==> src/kca_pkg.sv <==
// Keystroke code assembler: shared types, codes and defaults.
// Used by kca_ctrl, kca_datapath and keystroke_code_assembler_top.
package kca_pkg;

  localparam int DEF_MAX_LEN    = 32;
  localparam int DEF_PREFIX_MAX = 8;

  localparam int CFG_IDX_W  = 3;
  localparam int CFG_DATA_W = 64;

  localparam logic [CFG_IDX_W-1:0] CFG_GAP_MS       = 3'd0;
  localparam logic [CFG_IDX_W-1:0] CFG_MIN_LEN      = 3'd1;
  localparam logic [CFG_IDX_W-1:0] CFG_MAX_LEN      = 3'd2;
  localparam logic [CFG_IDX_W-1:0] CFG_PREFIX_LEN   = 3'd3;
  localparam logic [CFG_IDX_W-1:0] CFG_PREFIX_CHARS = 3'd4;

  localparam logic [15:0] RST_GAP_MS     = 16'd50;
  localparam logic [5:0]  RST_MIN_LEN    = 6'd1;
  localparam logic [5:0]  RST_MAX_LEN    = 6'd32;
  localparam logic [3:0]  RST_PREFIX_LEN = 4'd0;

  localparam logic [7:0] KEY_ENTER = 8'd13;
  localparam logic [7:0] KEY_BACK  = 8'd8;
  localparam logic [7:0] CHR_0     = 8'h30;
  localparam logic [7:0] CHR_9     = 8'h39;
  localparam logic [7:0] CHR_A     = 8'h41;
  localparam logic [7:0] CHR_Z     = 8'h5A;
  localparam logic [7:0] CASE_OFS  = 8'd32;

  typedef enum logic [1:0] {
    KIND_NONE,
    KIND_CHAR,
    KIND_ENTER,
    KIND_BACK
  } key_kind_t;

  typedef enum logic [2:0] {
    ST_IDLE,
    ST_GAP,
    ST_KEY,
    ST_FETCH,
    ST_EMIT
  } state_t;

  typedef struct packed {
    logic take;
    logic append;
    logic back;
    logic clear;
    logic fetch;
    logic emit;
  } kca_cmd_t;

  typedef struct packed {
    logic      gap_hit;
    logic      code_ok;
    key_kind_t kind;
    logic      out_free;
    logic      emit_last;
  } kca_sts_t;

endpackage

==> src/keystroke_code_assembler_top.sv <==
// Keystroke code assembler, top level. Instantiates kca_ctrl and
// kca_datapath; parameters default from kca_pkg.
//
// Usage:
//   Key channel: key_valid / key_stall carry key_code, shift_held, time_ms.
//   Code channel: code_valid / code_stall carry code_char, last_char and
//   code_length, one request per character, first character first.
//   Config port: cfg_write with cfg_index 0..4 (gap_ms, min_len, max_len,
//   prefix_len, prefix_chars) and cfg_data; write only while idle.
// Timing:
//   A key that closes no code passes the gap check and key handling
//   before the next key can be taken. A key that closes a code takes
//   one fetch from the character memory, then one character per cycle,
//   unless the output stalls, from its registered read port into the
//   output register.
// Reset (rst, synchronous): config returns to its defaults, the buffer is
//   emptied and the output register is empty; buffer contents are not
//   cleared and are never used before being written.
// Stall: a stalled code request holds; emission pauses until it is taken.
//   key_stall is high whenever the block is not waiting for a key.
module keystroke_code_assembler_top #(
  parameter int MAX_LEN    = kca_pkg::DEF_MAX_LEN,
  parameter int PREFIX_MAX = kca_pkg::DEF_PREFIX_MAX
) (
  input  logic                           clk,
  input  logic                           rst,
  input  logic                           cfg_write,
  input  logic [kca_pkg::CFG_IDX_W-1:0]  cfg_index,
  input  logic [kca_pkg::CFG_DATA_W-1:0] cfg_data,
  input  logic                           key_valid,
  output logic                           key_stall,
  input  logic [7:0]                     key_code,
  input  logic                           shift_held,
  input  logic [31:0]                    time_ms,
  output logic                           code_valid,
  input  logic                           code_stall,
  output logic [6:0]                     code_char,
  output logic                           last_char,
  output logic [5:0]                     code_length
);

  kca_pkg::kca_cmd_t cmd;
  kca_pkg::kca_sts_t sts;

  kca_ctrl u_ctrl (
    .clk       (clk),
    .rst       (rst),
    .key_valid (key_valid),
    .key_stall (key_stall),
    .sts       (sts),
    .cmd       (cmd)
  );

  kca_datapath #(
    .MAX_LEN    (MAX_LEN),
    .PREFIX_MAX (PREFIX_MAX)
  ) u_dp (
    .clk         (clk),
    .rst         (rst),
    .cfg_write   (cfg_write),
    .cfg_index   (cfg_index),
    .cfg_data    (cfg_data),
    .key_code    (key_code),
    .shift_held  (shift_held),
    .time_ms     (time_ms),
    .code_valid  (code_valid),
    .code_stall  (code_stall),
    .code_char   (code_char),
    .last_char   (last_char),
    .code_length (code_length),
    .cmd         (cmd),
    .sts         (sts)
  );

endmodule

==> src/kca_ctrl.sv <==
// Keystroke code assembler controller: sequences gap check, key handling
// and code emission. Uses kca_pkg types; drives kca_datapath by commands.
module kca_ctrl (
  input  logic              clk,
  input  logic              rst,
  input  logic              key_valid,
  output logic              key_stall,
  input  kca_pkg::kca_sts_t sts,
  output kca_pkg::kca_cmd_t cmd
);

  kca_pkg::state_t state, state_next;
  logic ret_key, ret_key_next;

  always_ff @(posedge clk) begin
    if (rst) begin
      state   <= kca_pkg::ST_IDLE;
      ret_key <= 1'b0;
    end else begin
      state   <= state_next;
      ret_key <= ret_key_next;
    end
  end

  always_comb begin
    state_next   = state;
    ret_key_next = ret_key;
    cmd          = '0;
    key_stall    = (state != kca_pkg::ST_IDLE);
    case (state)
      kca_pkg::ST_IDLE: begin
        if (key_valid) begin
          cmd.take   = 1'b1;
          state_next = kca_pkg::ST_GAP;
        end
      end
      kca_pkg::ST_GAP: begin
        state_next = kca_pkg::ST_KEY;
        if (sts.gap_hit) begin
          if (sts.code_ok) begin
            ret_key_next = 1'b1;
            state_next   = kca_pkg::ST_FETCH;
          end else begin
            cmd.clear = 1'b1;
          end
        end
      end
      kca_pkg::ST_KEY: begin
        state_next = kca_pkg::ST_IDLE;
        case (sts.kind)
          kca_pkg::KIND_CHAR:  cmd.append = 1'b1;
          kca_pkg::KIND_BACK:  cmd.back = 1'b1;
          kca_pkg::KIND_ENTER: begin
            if (sts.code_ok) begin
              ret_key_next = 1'b0;
              state_next   = kca_pkg::ST_FETCH;
            end else begin
              cmd.clear = 1'b1;
            end
          end
          default: ;
        endcase
      end
      kca_pkg::ST_FETCH: begin
        cmd.fetch  = 1'b1;
        state_next = kca_pkg::ST_EMIT;
      end
      kca_pkg::ST_EMIT: begin
        if (sts.out_free) begin
          cmd.emit = 1'b1;
          if (sts.emit_last) begin
            cmd.clear  = 1'b1;
            state_next = ret_key ? kca_pkg::ST_KEY : kca_pkg::ST_IDLE;
          end
        end
      end
      default: state_next = kca_pkg::ST_IDLE;
    endcase
  end

  // emission always starts with a fetch
  a_emit_after_fetch: assert property (@(posedge clk) disable iff (rst)
    state == kca_pkg::ST_EMIT |->
      $past(state) == kca_pkg::ST_FETCH || $past(state) == kca_pkg::ST_EMIT)
    else $error("emit state entered without fetch");

  // emission returns to key handling only when a gap closed the code
  a_ret_path: assert property (@(posedge clk) disable iff (rst)
    state == kca_pkg::ST_GAP && sts.gap_hit && sts.code_ok |=> ret_key)
    else $error("return path lost after gap close");

endmodule

==> src/kca_datapath.sv <==
// Keystroke code assembler datapath: config registers, character buffer,
// prefix copy, validity check and output register. Uses kca_pkg.
module kca_datapath #(
  parameter int MAX_LEN    = kca_pkg::DEF_MAX_LEN,
  parameter int PREFIX_MAX = kca_pkg::DEF_PREFIX_MAX
) (
  input  logic                           clk,
  input  logic                           rst,
  input  logic                           cfg_write,
  input  logic [kca_pkg::CFG_IDX_W-1:0]  cfg_index,
  input  logic [kca_pkg::CFG_DATA_W-1:0] cfg_data,
  input  logic [7:0]                     key_code,
  input  logic                           shift_held,
  input  logic [31:0]                    time_ms,
  output logic                           code_valid,
  input  logic                           code_stall,
  output logic [6:0]                     code_char,
  output logic                           last_char,
  output logic [5:0]                     code_length,
  input  kca_pkg::kca_cmd_t              cmd,
  output kca_pkg::kca_sts_t              sts
);

  localparam int CW   = $clog2(MAX_LEN + 1);
  localparam int AW   = $clog2(MAX_LEN);
  localparam int CMPW = 8;

  logic [15:0] gap_ms;
  logic [5:0]  min_len;
  logic [5:0]  max_len;
  logic [3:0]  prefix_len;
  logic [63:0] prefix_chars;

  logic [6:0]    mem [MAX_LEN];
  logic [6:0]    head [PREFIX_MAX];
  logic [6:0]    rd_data;
  logic [AW-1:0] emit_idx;
  logic [CW-1:0] count;
  logic          overflowed;
  logic [31:0]   last_time;
  logic          gap_hit;
  logic [7:0]    key;
  logic          shift;

  logic [6:0]      ch;
  logic [3:0]      plen;
  logic            prefix_ok;
  logic            code_ok;
  logic [CMPW-1:0] count_x;
  logic [31:0]     gap;
  logic            has_room;
  logic [AW-1:0]   rd_addr;

  always_ff @(posedge clk) begin
    if (rst) begin
      gap_ms       <= kca_pkg::RST_GAP_MS;
      min_len      <= kca_pkg::RST_MIN_LEN;
      max_len      <= kca_pkg::RST_MAX_LEN;
      prefix_len   <= kca_pkg::RST_PREFIX_LEN;
      prefix_chars <= '0;
    end else if (cfg_write) begin
      case (cfg_index)
        kca_pkg::CFG_GAP_MS:       gap_ms <= cfg_data[15:0];
        kca_pkg::CFG_MIN_LEN:      min_len <= cfg_data[5:0];
        kca_pkg::CFG_MAX_LEN:      max_len <= cfg_data[5:0];
        kca_pkg::CFG_PREFIX_LEN:   prefix_len <= cfg_data[3:0];
        kca_pkg::CFG_PREFIX_CHARS: prefix_chars <= cfg_data;
        default: ;
      endcase
    end
  end

  assign gap      = time_ms - last_time;
  assign count_x  = CMPW'(count);
  assign has_room = (count < CW'(MAX_LEN));

  always_comb begin
    if (key >= kca_pkg::CHR_A && key <= kca_pkg::CHR_Z && !shift) begin
      ch = 7'(key + kca_pkg::CASE_OFS);
    end else begin
      ch = key[6:0];
    end
  end

  always_comb begin
    plen = (prefix_len > 4'(PREFIX_MAX)) ? 4'(PREFIX_MAX) : prefix_len;
    prefix_ok = (count_x >= CMPW'(plen));
    for (int i = 0; i < PREFIX_MAX; i++) begin
      if (4'(i) < plen && {1'b0, head[i]} != prefix_chars[8*i +: 8]) begin
        prefix_ok = 1'b0;
      end
    end
    code_ok = (count != '0) && !overflowed && prefix_ok &&
              (count_x >= CMPW'(min_len)) && (count_x <= CMPW'(max_len));
  end

  always_ff @(posedge clk) begin
    if (rst) begin
      count      <= '0;
      overflowed <= 1'b0;
      last_time  <= '0;
      gap_hit    <= 1'b0;
    end else begin
      if (cmd.take) begin
        gap_hit   <= (gap > {16'd0, gap_ms}) && (count != '0);
        last_time <= time_ms;
      end
      if (cmd.clear) begin
        count      <= '0;
        overflowed <= 1'b0;
      end else if (cmd.append) begin
        if (has_room) begin
          count <= count + CW'(1);
        end else begin
          overflowed <= 1'b1;
        end
      end else if (cmd.back && count != '0) begin
        count <= count - CW'(1);
      end
    end
  end

  always_ff @(posedge clk) begin
    if (cmd.take) begin
      key   <= key_code;
      shift <= shift_held;
    end
    if (cmd.append) begin
      for (int i = 0; i < PREFIX_MAX; i++) begin
        if (count == CW'(i)) begin
          head[i] <= ch;
        end
      end
    end
  end

  always_ff @(posedge clk) begin
    if (cmd.append && has_room) begin
      mem[count[AW-1:0]] <= ch;
    end
  end

  assign rd_addr = cmd.fetch ? '0 : emit_idx + AW'(1);

  always_ff @(posedge clk) begin
    if (cmd.fetch || cmd.emit) begin
      rd_data <= mem[rd_addr];
    end
  end

  always_ff @(posedge clk) begin
    if (cmd.fetch) begin
      emit_idx <= '0;
    end else if (cmd.emit) begin
      emit_idx <= emit_idx + AW'(1);
    end
  end

  always_ff @(posedge clk) begin
    if (rst) begin
      code_valid <= 1'b0;
    end else if (cmd.emit) begin
      code_valid <= 1'b1;
    end else if (!code_stall) begin
      code_valid <= 1'b0;
    end
  end

  always_ff @(posedge clk) begin
    if (cmd.emit) begin
      code_char   <= rd_data;
      last_char   <= sts.emit_last;
      code_length <= 6'(count);
    end
  end

  always_comb begin
    sts.gap_hit   = gap_hit;
    sts.code_ok   = code_ok;
    sts.out_free  = !code_valid || !code_stall;
    sts.emit_last = (CW'(emit_idx) + CW'(1) == count);
    if (key >= kca_pkg::CHR_0 && key <= kca_pkg::CHR_9) begin
      sts.kind = kca_pkg::KIND_CHAR;
    end else if (key >= kca_pkg::CHR_A && key <= kca_pkg::CHR_Z) begin
      sts.kind = kca_pkg::KIND_CHAR;
    end else if (key == kca_pkg::KEY_ENTER) begin
      sts.kind = kca_pkg::KIND_ENTER;
    end else if (key == kca_pkg::KEY_BACK) begin
      sts.kind = kca_pkg::KIND_BACK;
    end else begin
      sts.kind = kca_pkg::KIND_NONE;
    end
  end

  a_count_range: assert property (@(posedge clk) disable iff (rst)
    count <= CW'(MAX_LEN))
    else $error("character count beyond buffer depth");

  a_emit_slot: assert property (@(posedge clk) disable iff (rst)
    cmd.emit |-> !code_valid || !code_stall)
    else $error("output register overwritten while stalled");

  a_close_clears: assert property (@(posedge clk) disable iff (rst)
    cmd.emit && sts.emit_last |=> count == '0 && !overflowed)
    else $error("buffer not cleared after last character");

endmodule
==> config.mk <==
export PLATFORM = sky130hd
export DESIGN_NAME = keystroke_code_assembler_top
export DESIGN_NICKNAME = d
export VERILOG_FILES = /design/src/kca_pkg.sv /design/src/keystroke_code_assembler_top.sv /design/src/kca_ctrl.sv /design/src/kca_datapath.sv
export SDC_FILE = /design/constraint.sdc
export NUM_CORES = 1
export LEC_CHECK = 0
export ABC_AREA = 1
export BUFFER_PORTS_ARGS = -buffer_cell sky130_fd_sc_hd__buf_2
export CORE_ASPECT_RATIO = 0.8
export CORE_MARGIN = 3
export CORE_UTILIZATION = 46
export DETAILED_ROUTE_END_ITERATION = 7
export GPL_TIMING_DRIVEN = 0
export PLACE_DENSITY_LB_ADDON = 0.08
export SETUP_SLACK_MARGIN = 0.1
export SLEW_MARGIN = 10
export SYNTH_ARGS = -nofsm -noshare
export SYNTH_HDL_FRONTEND = slang
export SYNTH_SLANG_ARGS = --single-unit
==> constraint.sdc <==
create_clock -name clk -period 4.2 [get_ports clk]
set_input_delay 0.42 -clock clk [delete_from_list [all_inputs] [get_ports clk]]
set_output_delay 0.42 -clock clk [all_outputs]
set_load 0.02 [all_outputs]
**Word-level counts from Yosys, hierarchy flattened**

Memory sizes are Yosys's and may differ from the RTL's. A register that Yosys moved wholly into a read port is not among the register bits.
Index checks and enable logic that the tools add are counted.

- Memories kept: 2
- Bits in registers: 169
- RAM bits: 280

- Muxes and demuxes: 95
- Eq/ne operators: 38
- $add $sub $neg: 6
- Magnitude comparators: 18
- Bitwise operators: 1
- Reduce and logical (&&, ||, !) cells: 48

Memory list:

| memory | words | bits a word | read ports | clocked after Yosys merged registers in | write ports | RTL line | text |
|---|---|---|---|---|---|---|---|
| u_dp.mem | 32 | 7 | 1 | 1 | 1 | kca_datapath.sv:34 | `logic [6:0] mem [MAX_LEN];` |
| u_dp.head | 8 | 7 | 8 | 0 | 1 | kca_datapath.sv:35 | `logic [6:0] head [PREFIX_MAX];` |

Operators by type and width:

| kind | count |
|---|---|
| != test 7 x 8 -> 1 bit | 8 |
| 2-to-1 mux 1 bit | 60 |
| 2-to-1 mux 7 bit | 8 |
| OR reduction 7 bit | 7 |
| 2-to-1 mux 3 bit | 12 |
| greater-than comparator 32 x 16 -> 1 bit | 1 |
| subtractor 32 bit | 1 |
| equality test 6 x 3 -> 1 bit (second input constant) | 4 |
| logical AND 1 bit | 18 |
| 2-to-1 mux 6 bit | 3 |
| equality test 8 x 4 -> 1 bit (second input constant) | 2 |
| < comparator 3 x 4 -> 1 bit (first input constant) | 4 |
| one-hot mux 3 bit (5 select lines) | 1 |
| 2-to-1 mux 2 bit | 7 |
| AND reduction 2 bit | 7 |
| equality test 3 x 2 -> 1 bit (second input constant) | 4 |
| equality test 6 x 2 -> 1 bit (second input constant) | 2 |
| != test 2 x 1 -> 1 bit (second input constant) | 5 |
| greater-or-equal comparator 8 x 6 -> 1 bit (second input constant) | 1 |
| greater-or-equal comparator 8 x 7 -> 1 bit (second input constant) | 1 |
| less-or-equal comparator 8 x 6 -> 1 bit (second input constant) | 1 |
| less-or-equal comparator 8 x 7 -> 1 bit (second input constant) | 1 |
| < comparator 1 x 4 -> 1 bit (first input constant) | 2 |
| < comparator 2 x 4 -> 1 bit (first input constant) | 2 |
| 32 further kinds | 44 |

**Longest topological paths before layout**

Gate-level depths: netlist of run 1.

- Depth after elaboration: 19
- Mapped depth: 21
- Mapped depth without buffers: 21

**By module**

Synthesis of run 1 repeated with hierarchy kept, for this count alone.

- Cell total of the unflattened synthesis: 2241
- Area total of the unflattened synthesis: 21077.7 µm²

Modules (own cells, without submodules):

| module | instances | cells each | area an instance (µm²) | seq. area each (µm²) |
|---|---|---|---|---|
| kca_datapath | 1 | 2187 | 20758.7 | 12151.7 |
| kca_ctrl | 1 | 54 | 319.1 | 80.1 |

**Worst setup path after synthesis of run 1**

No wires, ideal clock.

- Kind: register -> register
- Start: register u_dp.key[2]
- End: memory u_dp.head[1][5] (netlist: u_dp.head[0][12]) (data pin)
- Library setup time: 516 ps
- Buffers on the path: 0
- Arrival: 2848 ps
- Required time: 3684 ps
- Path slack: 836 ps
- Cell stages (with the launch flop): 6
- Cells stage by stage: edfxtp_1 -> nor2_1 -> nor2_1 -> o211ai_1 -> o211ai_1 -> o21ai_0

- Elaborated cells between the ends (all ways): 43
- Those cells by class: add/sub (1); order compare (4); eq/ne (3); mux (26); reduce/logical (9)

RTL lines:

| what | RTL line | text |
|---|---|---|
| start, declared | kca_datapath.sv:42 | `logic [7:0] key;` |
| start signal, assigned | kca_datapath.sv:125 | `key <= key_code;` |
| greater-or-equal comparator 8 x 7 -> 1 bit / less-or-equal comparator 8 x 7 -> 1 bit (equally long branches) | kca_datapath.sv:78 | `if (key >= kca_pkg::CHR_A && key <= kca_pkg::CHR_Z && !shift) begin` |
| logical AND 1 bit (2 in a row) | kca_datapath.sv:78 |  |
| 2-to-1 mux 7 bit (*) | kca_datapath.sv:78 |  |
| via u_dp.ch[5] | kca_datapath.sv:45 | `logic [6:0] ch;` |
| 2-to-1 mux 7 bit (no line) (6 in a row) | n/a |  |
| 2-to-1 mux 7 bit (no line) (*) | n/a |  |
| end, declared | kca_datapath.sv:35 |  |

The timed path passes the listed nets; every way through them passes the cells marked *.

**Worst setup path in the final report of run 1**

- Start: register u_dp.key[3]
- End: memory u_dp.mem[7][4] (enable)

- Cells in the longest elaborated chain, start to end: 11
- Elaborated cells between the ends (all ways): 18
- Those cells by class: order compare (4); eq/ne (3); mux (8); reduce/logical (3)

Ends and longest elaborated chain:

| what | RTL line | text |
|---|---|---|
| branches (longest 4 deep; another with greater-or-equal comparator 8 x 7 -> 1 bit) | n/a |  |
| 2-to-1 mux 2 bit (*) | kca_datapath.sv:182 | `if (key >= kca_pkg::CHR_0 && key <= kca_pkg::CHR_9) begin` |
| equality test 2 x 1 -> 1 bit (*) | kca_ctrl.sv:50 | `case (sts.kind)` |
| 2-to-1 mux 1 bit (*) | kca_ctrl.sv:50 |  |
| 2-to-1 mux 2 bit (*) | kca_ctrl.sv:30 | `case (state)` |
| logical AND 1 bit (*) | kca_datapath.sv:138 | `if (cmd.append && has_room) begin` |
| 2-to-1 mux 1 bit (*) | kca_datapath.sv:138 |  |
| 2-to-1 mux 1 bit (not written as such) (*) | kca_datapath.sv:139 | `mem[count[AW-1:0]] <= ch;` |
| end, declared | kca_datapath.sv:34 |  |

Every way passes the cells marked *.

==> flow_metrics.env, run 1 <==
export IMPL_setup_viol=0
export IMPL_startpoint_type="flip-flop"
export IMPL_multi_input_area_um2=7820
export IMPL_grt_max_degree=35
export IMPL_clock_sinks=456
export IMPL_syn_inst=2268
export IMPL_post_place_ws_ns=0.162
export IMPL_grt_setup_unrepaired="no"
export IMPL_worstPathCellList="buf_8 > inv_1 > nor2_1 > o211ai_1 > o211ai_1 > nand2_1 > nand2_1 > nor2_1 > nand2_1 > nor3_2"
export IMPL_fmax_mhz=267
export IMPL_hold_class="input pin to flip-flop"
export IMPL_synthTopCellsByArea="edfxtp_1 (44%), dfxtp_1 (14%), nand2_1 (6.6%)"
export IMPL_cts_tree="done"
export IMPL_yosysSeqAreaShare=0.575
export IMPL_cp_end_kind="flip-flop"
export IMPL_slew_violations=0
export IMPL_clock_latency_ns=0.59
export IMPL_fin_skew_ns=0.0198
export IMPL_grt_pass1_wl_um=91800
export IMPL_register_area_um2=12200
export IMPL_ant_nets=0
export IMPL_gr_total_overflow=0
export IMPL_instances_no_fill=3100
export IMPL_worst_endpoint_required_ns=4.40
export IMPL_track_usage=0.246
export IMPL_fill_cells=4195
export IMPL_cap_violations=0
export IMPL_ys_ff_latch=456
export IMPL_cp_common_cell="nand2_1"
export IMPL_period_share=0.891
export IMPL_port_buffers=128
export IMPL_cts_made_buffers=46
export IMPL_worst_slack_ns=0.459
export IMPL_initial_core_util=0.472
export IMPL_syn_avg_cell_area_um2=9.38
export IMPL_slew_headroom=0.408
export IMPL_grt_pass1_vias=16100
export IMPL_leakage_uw=0.00967
export IMPL_crit_slowest_cell="nor3_2"
export IMPL_cts_htree_levels=2
export IMPL_worstPathMaxFanout=13
export IMPL_dr_pass1_iters=5
export IMPL_vdd_drop_max_mv=0.417
export IMPL_dp_hpwl_um=45000
export IMPL_synth_flop_cell="edfxtp_1"
export IMPL_dp_cells=3012
export IMPL_period_needed_ns=3.74
export IMPL_clockRootBuffer="clkbuf_16"
export IMPL_yosysTopAreaCellShare=0.437
export IMPL_antenna_cells=0
export IMPL_crit_arrival_ns=3.94
export IMPL_pin_count=129
export IMPL_yosys_area_top_type="edfxtp_1"
export IMPL_vias=16900
export IMPL_synthesis_nets=2450
export IMPL_final_nets=2642
export IMPL_outcome="completed"
export IMPL_critPathKind="flip-flop to flip-flop"
export IMPL_drt_iter0_drc=1393
export IMPL_clk_pin_slew_ns=0.06
export IMPL_syn2layout_area_growth_pct=15.2
export IMPL_via_per_inst=5.45
export IMPL_dieArea_um2=48900
export IMPL_synth_most_common_cell="nand2_1"
export IMPL_cellPowerDensity_nw_per_um2=561
export IMPL_antenna_found_initial=0
export IMPL_hold_viol=0
export IMPL_drc=0
export IMPL_fin_util=0.544
export IMPL_post_drt_wl_per_cell_um=19.5
export IMPL_yosys_warnings=0
export IMPL_cts_buffer_depth=3
export IMPL_synth_commonest_cells="nand2_1 (376), nor2_1 (336), edfxtp_1 (310)"
export IMPL_fp_coreArea_um2=45100
export IMPL_synth_area_um2=21300
export IMPL_place_congestion=0.928
export IMPL_worstMarginPinSlew_ns=0.888
export IMPL_drive_gt1_frac=0.109
export IMPL_cpPeakStageDelay_ns=0.80
export IMPL_synth_distinct_cells=50
export IMPL_routed_wl_um=60500
export IMPL_synth_edff_count=310
export IMPL_die_h_um=198
export IMPL_synthArstFlopShare=0
export IMPL_die_width_um=246
export IMPL_rows=69
==> report_power, final <==
| group | switching [uW] | internal, uW | leakage [uW] |
|---|---|---|---|
| combinational | 3220 | 1380 | 0.00497 |
| sequential | 93.9 | 4980 | 0.00398 |
| clock | 1750 | 2320 | 0.000718 |
| total | 5070 | 8680 | 0.00967 |
==> cells by family after synthesis <==
logic type | synth area share
simple gates | 0.183
flops | 0.575
compound gates | 0.114
buf+inv | 0.0614
fa+ha+maj | 0.0409
xor+xnor | 0.0251
mux | 0.000941
==> cells in the final DEF (no fill, tap or decap), drive strengths merged, types with 12 or more instances in the layout <==
| cell type | instances |
|---|---|
| a21oi | 119 |
| buf | 161 |
| clkbuf | 122 |
| clkinv | 15 |
| dfxtp | 146 |
| edfxtp | 310 |
| ha | 68 |
| inv | 263 |
| nand2 | 377 |
| nand3 | 93 |
| nand4 | 22 |
| nor2 | 340 |
| nor3 | 52 |
| o211ai | 16 |
| o21ai | 182 |
| o221ai | 39 |
| o311ai | 12 |
| or2 | 18 |
| xnor2 | 18 |
| xor2 | 43 |
==> worst paths after layout <==
check	start	cells past startpoint	to	slack (ns)
setup / recovery	u_dp.key[3]	10	u_dp.mem[7][4]	0.46
hold / removal	key_code[3]	1	u_dp.key[3]	0.03
setup reg to reg	u_dp.key[3]	10	u_dp.mem[7][4]	0.46
hold reg to reg	u_dp.rd_data[2]	0	u_dp.code_char[2]	0.42
==> per-stage QoR <==
step                instance area [um^2]  TNS (ns)  power (uW)  hold slack (ns)
floorplan                          21300         0        7940            0.400
global placement                   22700   -299.09        9510            0.411
detailed placement                 23000         0        9590            0.405
CTS                                24500         0       13700          0.00395
global route                       24500         0       14400           0.0204
finish                             24500         0       13800           0.0262
==> registers in the layout, summed over array words and instances, names as in the netlist, 6 cells and up <==
signal	flops
u_dp.mem	224
u_dp.prefix_chars	64
u_dp.head	56
u_dp.last_time	32
u_dp.gap_ms	16
u_dp.key	8
u_dp.code_char	7
u_dp.rd_data	7
u_dp.code_length	6
u_dp.count	6
u_dp.max_len	6
u_dp.min_len	6
==> metal layers <==
metal | vias up | global-route usage | wire length (um)
met5 | - | 0 | 0
met4 | 0 | 0.0674 | 1380
met3 | 103 | 0.0532 | 5260
met2 | 643 | 0.359 | 25400
met1 | 8022 | 0.370 | 28600
li1 | 8118 | - | -
==> worst max-delay path: cells and delay by family, from the launching register on <==
kind / cells / cell delay (ns)
buffers and inverters: 2 / 0.37
AO/OA/AOI/OAI: 2 / 0.31
AND/OR/NAND/NOR: 6 / 2.02
flip-flops: 1 / 0.65
==> repair_timing <==
action | 4_1_cts | 5_1_grt
setup buffers | 0 | 0
hold buffers | 3 | 0
gates resized for setup | 0 | 7
setup endpoints to repair | 0 | 47
hold endpoints to repair | 3 | 0
==> area by class of cell <==
type / instances / share of cell area
multi-input cells: 1472 / 0.319
clock buffers: 64 / 0.0522
clock inverters: 21 / 0.00817
plain buffers: 78 / 0.0132
flip-flops and latches: 456 / 0.499
repair buffers: 144 / 0.0376
inverters: 262 / 0.0401
well taps: 603 / 0.0308
Note: power is estimated with default switching activity, not from simulation.
==> run 2, diff against run 1 <==
--- a/config.mk
+++ b/config.mk
@@ -8,11 +8,10 @@
 export ABC_AREA = 1
 export BUFFER_PORTS_ARGS = -buffer_cell sky130_fd_sc_hd__buf_2
 export CORE_ASPECT_RATIO = 0.8
-export CORE_MARGIN = 3
 export CORE_UTILIZATION = 46
 export DETAILED_ROUTE_END_ITERATION = 7
 export GPL_TIMING_DRIVEN = 0
-export PLACE_DENSITY_LB_ADDON = 0.08
+export PLACE_DENSITY_LB_ADDON = 0.1
 export SETUP_SLACK_MARGIN = 0.1
 export SLEW_MARGIN = 10
 export SYNTH_ARGS = -nofsm -noshare
==> run 2 against run 1 <==
Effect of this change:
- global-route usage increased by 0.21 points
- combinational power decreased by 2%
- clock skew decreased by 0.011 ns
- maximum frequency decreased by 5.5%
- worst setup slack got worse by 0.22 ns
- clock power increased by 4%
- routed wire length decreased by 2.8%
- clock-buffer cell count increased by 7
- via count decreased by 0.76%
- final area increased by 0.33%
==> flow_metrics.env, run 2 (synthesis gave the netlist of run 1 again) <==
export IMPL_period_needed_ns=3.96
export IMPL_rows=70
export IMPL_cts_setup_buffers=0
export IMPL_worst_endpoint_required_ns=4.40
export IMPL_hold_viol=0
export IMPL_drive_gt1_frac=0.107
export IMPL_gr_total_overflow=0
export IMPL_met1_length_um=28000
export IMPL_initial_core_util=0.466
export IMPL_post_drt_wl_per_cell_um=18.9
export IMPL_finalSetupTns_ns=0
export IMPL_drc=0
export IMPL_internal_power_uw=8850
export IMPL_leakage_uw=0.00970
export IMPL_cp_end_kind="flip-flop"
export IMPL_layout_commonest_cell="nand2_1"
export IMPL_clock_sinks=456
export IMPL_setup_viol=0
export IMPL_period_share=0.943
export IMPL_instances_no_fill=3114
export IMPL_hold_depth=1
export IMPL_cts_tree="done"
export IMPL_clkPwrFrac=0.308
export IMPL_layout_common_cells="nand2_1 (376), nor2_1 (334), edfxtp_1 (310)"
export IMPL_track_usage=0.248
export IMPL_pin_count=129
export IMPL_critPathKind="flip-flop to flip-flop"
export IMPL_grt_max_degree=29
export IMPL_die_h_um=194
export IMPL_worstMarginPinSlew_ns=1.19
export IMPL_slew_violations=0
export IMPL_outcome="completed"
export IMPL_hold_class="input pin to flip-flop"
export IMPL_dr_pass1_iters=5
export IMPL_ant_nets=0
export IMPL_fp_coreArea_um2=45600
export IMPL_grt_setup_unrepaired="yes"
export IMPL_routed_wl_um=58800
export IMPL_worst_slack_ns=0.240
export IMPL_slew_headroom=0.198
export IMPL_place_congestion=0.926
export IMPL_post_place_ws_ns=0.240
export IMPL_cts_htree_levels=2
export IMPL_crit_arrival_ns=4.16
export IMPL_seqPwrFrac=0.367
export IMPL_worstPathMaxFanout=12
export IMPL_syn2layout_area_growth_pct=15.6
export IMPL_cts_made_buffers=47
export IMPL_startpoint_type="flip-flop"
export IMPL_drt_iter0_drc=1312
export IMPL_clk_pin_slew_ns=0.06
export IMPL_cellPowerDensity_nw_per_um2=562
export IMPL_final_nets=2643
export IMPL_combPwrFrac=0.325
export IMPL_grt_pass1_wl_um=89700
export IMPL_die_width_um=242
export IMPL_cap_violations=0
export IMPL_dieArea_um2=47100
export IMPL_grt_pass1_vias=15700
export IMPL_dr_wl_met2_um=25200
export IMPL_fin_util=0.539
export IMPL_via_per_inst=5.38
export IMPL_port_buffers=128
export IMPL_fin_skew_ns=0.00865
export IMPL_switching_share=0.360
export IMPL_largest_reg_flops=224
export IMPL_vdd_drop_max_mv=0.349
export IMPL_fill_cells=4194
export IMPL_antenna_found_initial=1
export IMPL_dp_cells=3020
export IMPL_cts_buffer_depth=3
export IMPL_fmax_mhz=253
export IMPL_rr_worst_depth=8
export IMPL_dp_hpwl_um=43500
export IMPL_clockRootBuffer="clkbuf_16"
export IMPL_vias=16800
export IMPL_top_layer_used="met4"
export IMPL_p_switching_uw=4980
export IMPL_met3_length_um=4690
export IMPL_clock_latency_ns=0.59
## run 2: cell types whose count changed in the layout (fill, tap and decap cells not counted), sizes merged
cell,previous run,this run
buf,161,160
bufinv,3,4
clkbuf,122,129
clkinv,15,13
clkinvlp,2,1
diode,0,2
dlygate4sd3,3,4
inv,263,261
## run 2: cell type report
class,count,area [um^2],share of cell area
Antenna cell,2,5.00,0.000203
Sequential cell,456,12200,0.497
Clock buffer,71,1360,0.0552
Buffer,78,323,0.0131
Timing Repair Buffer,144,941,0.0383
Clock inverter,17,198,0.00804
Multi-Input combinational cell,1472,7790,0.317
Tap cell,612,766,0.0311
Inverter,262,983,0.0400
## run 2: path summary, 6_finish.rpt
path	start	to	slack, ns
setup / recovery	u_dp.key[3]	u_dp.mem[2][2]	0.24
hold / removal	key_code[0]	u_dp.key[0]	0.02
setup reg to reg	u_dp.key[3]	u_dp.mem[2][2]	0.24
hold reg to reg	u_dp.rd_data[2]	u_dp.code_char[2]	0.43
## run 2: power by group through the flow
stage	combinational (uW)	clock (uW)	sequential, uW
after CTS	4390	4300	5080
after detailed placement	4370	0	5170
after floorplan	2780	0	5160
after global routing	4890	4490	5090
after global placement	4230	0	5220
final	4490	4260	5080
## run 2: repair_timing
item / CTS / global route
resized for setup: 0 / 4
hold buffers: 4 / 0
endpoints found under the hold margin: 4 / 0
endpoints found under the setup margin: 0 / 49
## run 2: per-stage QoR
stage                     power (uW)  cell area [um^2]  hold slack [ns]
after floorplan                 7940             21300            0.400
after global placement          9450             22700            0.405
after detailed placement        9540             23000            0.415
after CTS                      13800             24600          0.00127
after global routing           14500             24600          0.00671
final                          13800             24600           0.0237
## run 2: critical path: stages, from the launching register on
cell and delay [ns]:
edfxtp_1 0.90, inv_1 0.17, nand3_1 0.15, o211ai_1 0.17, nand2_1 0.17, nand2_1 0.10, nor2_1 0.36, nand2_1 0.48
nor3_1 1.05
## run 2: per-layer routing
layer,GRT usage,up-vias
met3,0.0508,61
met2,0.368,556
met4,0.0584,0
met5,0,-
met1,0.372,8009
li1,-,8131
==> run 3, diff against run 2 <==
--- a/config.mk
+++ b/config.mk
@@ -7,7 +7,7 @@
 export LEC_CHECK = 0
 export ABC_AREA = 1
 export BUFFER_PORTS_ARGS = -buffer_cell sky130_fd_sc_hd__buf_2
-export CORE_ASPECT_RATIO = 0.8
+export CORE_ASPECT_RATIO = 0.5
 export CORE_UTILIZATION = 46
 export DETAILED_ROUTE_END_ITERATION = 7
 export GPL_TIMING_DRIVEN = 0
==> run 3 against run 2 <==
Effect of this change:
- worst setup slack better by 0.071 ns
- clock power shrank 5.4%
- via count shrank 2.7%
- hold slack gained 0.013 ns
- sequential share of layout area increased by 0.25 points
- first-iteration DRC count shrank 8.8%
- register-to-register slack improved by 0.07 ns
- sequential cell count unchanged
- non-clock buffer count decreased by 3
==> flow_metrics.env, run 3 (synthesis gave the netlist of run 1 again) <==
export IMPL_vdd_drop_max_mv=0.337
export IMPL_cts_tree="done"
export IMPL_cellPowerDensity_nw_per_um2=550
export IMPL_slew_violations=0
export IMPL_period_share=0.926
export IMPL_dp_hpwl_um=42600
export IMPL_clockRootBuffer="clkbuf_16"
export IMPL_fin_skew_ns=0.0169
export IMPL_initial_core_util=0.468
export IMPL_reg2reg_from="u_dp.key[0]"
export IMPL_cts_buffer_depth=3
export IMPL_internal_power_uw=8650
export IMPL_startpoint_type="flip-flop"
export IMPL_multi_input_area_um2=7780
export IMPL_cts_htree_levels=2
export IMPL_layout_common_cells="nand2_1 (376), nor2_1 (334), edfxtp_1 (310)"
export IMPL_leakage_uw=0.00965
export IMPL_cp_end_kind="flip-flop"
export IMPL_die_h_um=154
export IMPL_cts_setup_buffers=0
export IMPL_outcome="completed"
export IMPL_fill_cells=4154
export IMPL_die_width_um=306
export IMPL_rr_worst_depth=9
export IMPL_grt_setup_unrepaired="no"
export IMPL_ant_nets=0
export IMPL_hold_viol=0
export IMPL_pin_count=129
export IMPL_fmax_mhz=257
export IMPL_largest_reg_flops=224
export IMPL_combPwrFrac=0.324
export IMPL_place_congestion=0.909
export IMPL_dr_pass1_iters=5
export IMPL_track_usage=0.246
export IMPL_via_per_inst=5.28
export IMPL_worst_endpoint_required_ns=4.37
export IMPL_finalSetupTns_ns=0
export IMPL_cap_violations=0
export IMPL_final_nets=2636
export IMPL_clock_sinks=456
export IMPL_port_buffers=128
export IMPL_routed_wl_um=58100
export IMPL_clock_latency_ns=0.57
export IMPL_period_needed_ns=3.89
export IMPL_drc=0
export IMPL_dieArea_um2=47200
export IMPL_fp_coreArea_um2=45400
export IMPL_hold_class="input pin to flip-flop"
export IMPL_rows=55
export IMPL_register_area_um2=12200
export IMPL_worstMarginPinSlew_ns=1.21
export IMPL_holdCritStartpoint="key_code[6]"
export IMPL_instances_no_fill=3087
export IMPL_drive_gt1_frac=0.105
export IMPL_post_drt_wl_per_cell_um=18.8
export IMPL_clk_pin_slew_ns=0.06
export IMPL_grt_pass1_vias=15700
export IMPL_crit_arrival_ns=4.06
export IMPL_cts_made_buffers=43
export IMPL_clkPwrFrac=0.299
export IMPL_slew_headroom=0.189
export IMPL_layout_commonest_cell="nand2_1"
export IMPL_critPathKind="flip-flop to flip-flop"
export IMPL_antenna_cells=0
export IMPL_setup_viol=0
export IMPL_syn2layout_area_growth_pct=15.0
export IMPL_p_switching_uw=4820
export IMPL_drt_iter0_drc=1196
export IMPL_switching_share=0.358
export IMPL_worstPathMaxFanout=19
export IMPL_vias=16300
export IMPL_critPathLaunch="u_dp.key[0]"
export IMPL_gr_total_overflow=0
export IMPL_antenna_found_initial=0
export IMPL_fin_util=0.539
export IMPL_grt_pass1_wl_um=88700
export IMPL_dp_cells=3007
export IMPL_hold_depth=1
export IMPL_seqPwrFrac=0.377
export IMPL_grt_max_degree=26
-- run 3: changes by cell type in the layout (fill, tap and decap cells not counted), sizes merged --
cell / delta
buf: +1
bufinv: -2
clkbuf: -2
clkinv: -5
clkinvlp: -1
diode: -2
dlygate4sd3: -4
inv: +2
-- run 3: worst paths after layout --
check,end,slack [ns]
worst max-delay path,u_dp.head[0][27],0.31
worst min-delay path,u_dp.key[6],0.04
worst max register to register,u_dp.head[0][27],0.31
worst min register to register,u_dp.code_char[0],0.42
-- run 3: power groups by stage --
| stage | combinational, uW | sequential (uW) | clock, uW |
|---|---|---|---|
| after floorplan | 2780 | 5160 | 0 |
| after global placement | 4180 | 5230 | 0 |
| after detailed placement | 4310 | 5170 | 0 |
| after CTS | 4330 | 5070 | 4090 |
| after global routing | 4820 | 5080 | 4260 |
| final | 4370 | 5070 | 4030 |
-- run 3: worst max-delay path, stage by stage (launching register included) --
cell	delay (ns)
edfxtp_1	0.79
buf_16	0.24
inv_1	0.09
nand3_1	0.11
o211ai_1	0.17
nand2_1	0.12
nand2_1	0.08
nor2_1	0.29
nand2_1	0.51
nor3_1	1.09
-- run 3: final cells by class --
type	instances	share of cell area
Tap cell	598	0.0306
Multi-Input combinational cell	1472	0.318
Inverter	262	0.0402
Sequential cell	456	0.500
Buffer	78	0.0132
Timing Repair Buffer	141	0.0398
Clock buffer	69	0.0535
Clock inverter	11	0.00532
-- run 3: through the flow --
step | power (uW) | hold WS (ns) | cell area (um^2) | worst slack (ns)
6_report | 13500 | 0.0365 | 24500 | 0.312
3_3_place_gp | 9400 | 0.403 | 22700 | -3.36
2_1_floorplan | 7940 | 0.400 | 21300 | 0.836
5_1_grt | 14200 | 0.0124 | 24500 | 0.180
4_1_cts | 13500 | 0.0173 | 24500 | 0.262
3_5_place_dp | 9480 | 0.407 | 23000 | 0.293
-- run 3: what timing repair did --
action | 4_1_cts | 5_1_grt
endpoints found under the setup margin | 0 | 2
gates resized for setup | 0 | 1
hold buffers | 0 | 0
-- run 3: layer usage --
metal / vias up / track usage / part of all wire
li1: 8110 / - / -
met2: 436 / 0.429 / 0.48
met1: 7671 / 0.317 / 0.44
met4: 0 / 0.0731 / 0.027
met3: 92 / 0.0387 / 0.058
met5: - / 0 / 0
